`src/lie_pkg.sv`:
```
// package: shared constants, types and state encoding for the lagrange evaluator
package lie_pkg;
    localparam int MaxNodes  = 16;
    localparam int FracBits  = 16;
    localparam int IdxW      = $clog2(MaxNodes);
    localparam int DataW     = 32;
    // quotient numerator (33 bits) shifted by FracBits, unsigned magnitude
    localparam int NumW      = DataW + 1 + FracBits;
    localparam int DenW      = DataW + 1;
    localparam int QuoW      = NumW;
    localparam int DivCntW   = $clog2(NumW + 1);

    localparam logic FUNC_LOAD = 1'b0;
    localparam logic FUNC_EVAL = 1'b1;

    localparam logic [0:0] REG_DEGREE = 1'b0;

    typedef enum logic [3:0] {
        ST_IDLE,
        ST_DUP_RD,
        ST_DUP_CMP,
        ST_K_RD,
        ST_I_RD,
        ST_DIV,
        ST_MUL,
        ST_TERM,
        ST_SUM,
        ST_OUT
    } t_state;

    // divider control between sequencer and divider
    typedef struct packed {
        logic start;
        logic busy;
        logic done;
    } t_div_ctl;
endpackage

```
`src/lie_divider.sv`:
```
// divider: signed fixed-point quotient, restoring radix-2, rounded and clipped
module lie_divider (
    input  logic                       i_clk,
    input  logic                       i_rst_n,
    input  logic                       i_start,
    input  logic signed [32:0]         i_num,
    input  logic signed [32:0]         i_den,
    output lie_pkg::t_div_ctl          o_ctl,
    output logic signed [31:0]         o_quo,
    output logic                       o_sat
);
    localparam int NW = lie_pkg::NumW;
    localparam int DW = lie_pkg::DenW;

    logic [NW-1:0]                 r_rem_num, n_rem_num;
    logic [DW:0]                   r_rem, n_rem;
    logic [DW-1:0]                 r_den;
    logic [NW-1:0]                 r_quo, n_quo;
    logic                          r_neg;
    logic [lie_pkg::DivCntW-1:0]   r_cnt;
    logic                          r_busy, r_done;
    logic [DW-1:0]                 w_an, w_ad;
    logic [DW:0]                   w_trial;
    logic [NW:0]                   w_q_rnd;
    logic signed [NW+1:0]          w_q_signed;

    assign w_an = i_num[32] ? DW'(-i_num) : DW'(i_num);
    assign w_ad = i_den[32] ? DW'(-i_den) : DW'(i_den);

    always_comb begin
        w_trial   = {r_rem[DW-1:0], r_rem_num[NW-1]};
        n_rem_num = {r_rem_num[NW-2:0], 1'b0};
        if (w_trial >= {1'b0, r_den}) begin
            n_rem = w_trial - {1'b0, r_den};
            n_quo = {r_quo[NW-2:0], 1'b1};
        end else begin
            n_rem = w_trial;
            n_quo = {r_quo[NW-2:0], 1'b0};
        end
    end

    always_ff @(posedge i_clk) begin
        if (!i_rst_n) begin
            r_busy <= 1'b0;
            r_done <= 1'b0;
        end else begin
            r_done <= 1'b0;
            if (i_start) begin
                r_busy <= 1'b1;
                r_cnt  <= lie_pkg::DivCntW'(NW);
            end else if (r_busy) begin
                r_cnt <= r_cnt - 1'b1;
                if (r_cnt == lie_pkg::DivCntW'(1)) begin
                    r_busy <= 1'b0;
                    r_done <= 1'b1;
                end
            end
        end
        if (i_start) begin
            r_rem_num <= {w_an, {lie_pkg::FracBits{1'b0}}};
            r_rem     <= '0;
            r_quo     <= '0;
            r_den     <= w_ad;
            r_neg     <= i_num[32] ^ i_den[32];
        end else if (r_busy) begin
            r_rem_num <= n_rem_num;
            r_rem     <= n_rem;
            r_quo     <= n_quo;
        end
    end

    // round to nearest, ties away: add one when 2*rem >= den
    always_comb begin
        w_q_rnd    = {1'b0, r_quo} + ((r_rem << 1) >= {1'b0, r_den} ? 1'b1 : 1'b0);
        w_q_signed = r_neg ? -$signed({1'b0, w_q_rnd}) : $signed({1'b0, w_q_rnd});
        o_sat = 1'b0;
        if (w_q_signed > $signed((NW+2)'(32'sh7fffffff))) begin
            o_quo = 32'sh7fffffff;
            o_sat = 1'b1;
        end else if (w_q_signed < -$signed((NW+2)'(33'h080000000))) begin
            o_quo = 32'sh80000000;
            o_sat = 1'b1;
        end else begin
            o_quo = w_q_signed[31:0];
        end
    end

    assign o_ctl.start = i_start;
    assign o_ctl.busy  = r_busy;
    assign o_ctl.done  = r_done;
endmodule

```
`config.mk`:
```
export PLATFORM = sky130hd
export DESIGN_NAME = lie_divider
export DESIGN_NICKNAME = d
export VERILOG_FILES = /design/src/lie_pkg.sv /design/src/lie_divider.sv
export SDC_FILE = /design/constraint.sdc
export NUM_CORES = 1
export LEC_CHECK = 0
export ABC_AREA = 1
export BUFFER_PORTS_ARGS = -buffer_cell sky130_fd_sc_hd__buf_2
export CAP_MARGIN = 10
export CELL_PAD_IN_SITES_DETAIL_PLACEMENT = 0
export CELL_PAD_IN_SITES_GLOBAL_PLACEMENT = 1
export CORE_ASPECT_RATIO = 1.75
export CORE_MARGIN = 4
export CORE_UTILIZATION = 40
export CTS_CLUSTER_SIZE = 12
export DETAILED_ROUTE_END_ITERATION = 10
export PLACE_DENSITY_LB_ADDON = 0.1
export SLEW_MARGIN = 20
export SYNTH_ARGS = -nofsm -noshare
export SYNTH_HDL_FRONTEND = slang
export SYNTH_SLANG_ARGS = --single-unit
```
`constraint.sdc`:
```
create_clock -name i_clk -period 4.2 [get_ports i_clk]
set_input_delay 0.21 -clock i_clk [delete_from_list [all_inputs] [get_ports i_clk]]
set_output_delay 0.21 -clock i_clk [all_outputs]
set_load 0.03 [all_outputs]
```
==> results.toml <==
[cts]
clock-sinks = 157
clock_latency_ns = 0.44
cts.htree.levels = 4
cts_tree = "done"
cts_buffer_depth = 2
root_buffer = "clkbuf_16"
clkTransAtPathRegs_ns = 0.07
cts_buffers = 17

[placed_design]
place_ws_ns = -1.26
numPortBuffers = 104
hpwl_um = 31800
gp_congestion = 0.914

[final_layout]
area_growth_pct = 40.5
n_antenna_cell = 0
final_util = 0.572
register_area_sq_um = 3870
mostFrequentLayoutCells = "nand2_1, buf_4, inv_1"
nets = 2405
multi_input_area_sq_um = 8560
drive_gt1_frac = 0.297
final_common_cell = "nand2_1"
fillers = 3081

[logic_synthesis]
synth-xor-area-share = 0.0838
synth_compound_area_frac = 0.126
synth_area_sq_um = 12500
synth_ff_type = "dfxtp_1"
synth-seq-cells = 157
synthAdderAreaFrac = 0.0415
async_flop_share = 0
avgSynthCellArea_sq_um = 6.51
synth_top_family_by_area = "simple AND/OR/NAND/NOR gates"
synth-warning-count = 0
synth.distinct_cells = 52
postSynthCellCount = 1926
synthSimpleGateAreaFrac = 0.346
seq_area_frac_synth = 0.309
synth-edff-count = 73
muxShareOfSynthArea = 0
synthesis.nets = 2036

[route]
drc = 0
drt_iter0_markers = 457
dr.pass1.iters = 5
ant_nets = 0
vias = 13431
routedWlPerCell_um = 15.1
drt_wl_total_um = 40800
vias_per_cell = 4.98

[global_routing]
grt_pass1_vias = 13597
use_met3 = 0.0231
grt_pass1_wl_um = 65100
antenna_found_initial = 0
busiest_layer = "met2"
grt_util_met1 = 0.228
grt_max_degree = 67
grt_overflow_total = 0
grt_util_met2 = 0.461
grt_usage = 0.235

[timing]
hold_viol_final = 0
worst_pin_slew_ns = 0.948
fmax_mhz = 180
fin_crit_sh = 1.32
setup_violations = 33
fin_crit_ns = 5.56
timing.hold.ws_ns = 0.0771
slew_violations = 0
slew_headroom = 0.367
setup_ws_ns = -1.36
skew_ns = 0.00771
rsz0062_at_grt = "yes"

[critical_path]
ff2ff_path_depth = 17
reg2reg_from = "r_den[0]"
crit_top_cell = "nand2_1"
cp_max_fo = 8
slowest_delay_ns = 0.40
start_kind = "flip-flop"
regToRegEndpoint = "r_rem[28]"
crit_family = "simple AND/OR/NAND/NOR gates"
required_ns = 3.99
critPathSlowestCell = "edfxtp_1"
critical_path_class = "flip-flop to primary output"
rrSetupSlack_ns = 0.63
path_buf_inv = 8
cp-end-kind = "primary output"
cp.arrival_ns = 5.35

[floorplanning]
start_util = 0.407
die_x_um = 142
fp.coreArea_sq_um = 30800
fp.dieH_um = 242
rows = 85
ios = 105
die-area_sq_um = 34400

[min_path]
hold-path-cell-count = 3
min_from = "i_rst_n"
hold_end = "r_done"
hp-class = "primary input to flip-flop"

[flow_run]
maxCapViolCount = 0

[power_and_ir_drop]
ir_worst_vdd_mv = 0.232
power_density_nw_per_um2 = 224
p_leak_nw = 8.54

[outcome]
violations = "negative setup slack"
status = "complete, but fails checks"
power breakdown:
part,switching [mW],leakage [nW],internal [mW]
combinational,0.344,6.83,0.254
sequential,0.0404,1.40,1.70
clock,0.698,0.301,0.908
total,1.08,8.54,2.86
layout make-up:
type,count,share of cell area
sequential,157,0.220
tap,391,0.0277
clock buffer,19,0.0270
timing repair buffer,402,0.180
inverter,245,0.0527
clock inverter,13,0.00759
multi-input combinational,1472,0.485
through the flow:
step           cell area, sq um  std cells  total power, mW  TNS (ns)
6_report                  17600       2699             3.94    -43.23
5_1_grt                   17600       2699             4.13    -53.98
4_1_cts                   16900       2684             3.96    -45.00
3_5_place_dp              15500       2626             2.33    -40.31
3_3_place_gp              15500       2626             2.32    -38.74
2_1_floorplan             12800       1926             2.09    -0.273
how the worst max path moves through the flow:
| stage | from | to | slack [ns] | cells past startpoint |
|---|---|---|---|---|
| after floorplan | r_den[23] | o_quo[22] | -0.01 | 32 |
| after global placement | r_den[23] | o_quo[28] | -1.21 | 35 |
| after detailed placement | r_den[23] | o_quo[19] | -1.26 | 35 |
| after CTS | r_den[25] | o_quo[19] | -1.41 | 36 |
| after global routing | r_den[10] | o_quo[16] | -1.67 | 36 |
| final | r_den[27] | o_quo[15] | -1.36 | 37 |
per-layer routing:
metal | vias to the layer above | share of wire
met5 | - | 0
met2 | 224 | 0.56
li1 | 6978 | -
met4 | 0 | 0.061
met1 | 6120 | 0.36
met3 | 109 | 0.019
worst register-to-register path: cells and delay by family, from the launching register on:
kind            cells  cell delay, ns
fa+ha+maj           2            0.60
compound gates      5            1.29
buf+inv             4            0.49
xor+xnor            1            0.16
simple gates        5            0.49
flops               1            0.43
sequential cells by signal, indices dropped and copies added (netlist names):
name / count
r_done: 1
r_busy: 1
r_den: 33
r_rem_num: 33
r_quo: 49
r_cnt: 6
r_neg: 1
r_rem: 33
synthesized netlist by cell type (5+ instances only):
library cell  number  area (sq um)
nand2_2            8          50.1
a31oi_1           10          62.6
ha_1              40           500
nor2_1           258           968
nor2_2             8          50.1
nor4_1             7          43.8
edfxtp_1          73          2190
dfxtp_1           84          1680
nor3_1            22           110
a21o_1             5          37.5
o31ai_1            5          37.5
xnor2_1           53           464
o211ai_1          19           143
inv_1            243           912
xor2_1            67           587
o21bai_1           6          45.0
a21oi_1           47           235
nor2_4             7          78.8
nand3_1           86           430
buf_6              7          78.8
clkbuf_1          37           139
o22ai_1           62           388
nand4_1           31           194
nand2_1          599          2250
o21ai_0           88           440
repair_timing:
item,in CTS,in global routing
gates cloned,3,2
hold endpoints to repair,1,0
endpoints found under the setup margin,33,33
setup buffers,22,15
pin swaps,22,85
hold buffers,1,0
gates resized for setup,155,145
logic make-up (layout without fill, tap and decap cells):
logic type | after synthesis | count (layout)
AOI/OAI and AO/OA | 265 | 265
xor gates and xnor gates | 120 | 120
adders and majority gates | 41 | 41
buffers and inverters | 297 | 679
DFF | 157 | 157
and+or+nand+nor | 1046 | 1046
No activity file was read; power rests on OpenSTA's default activity.
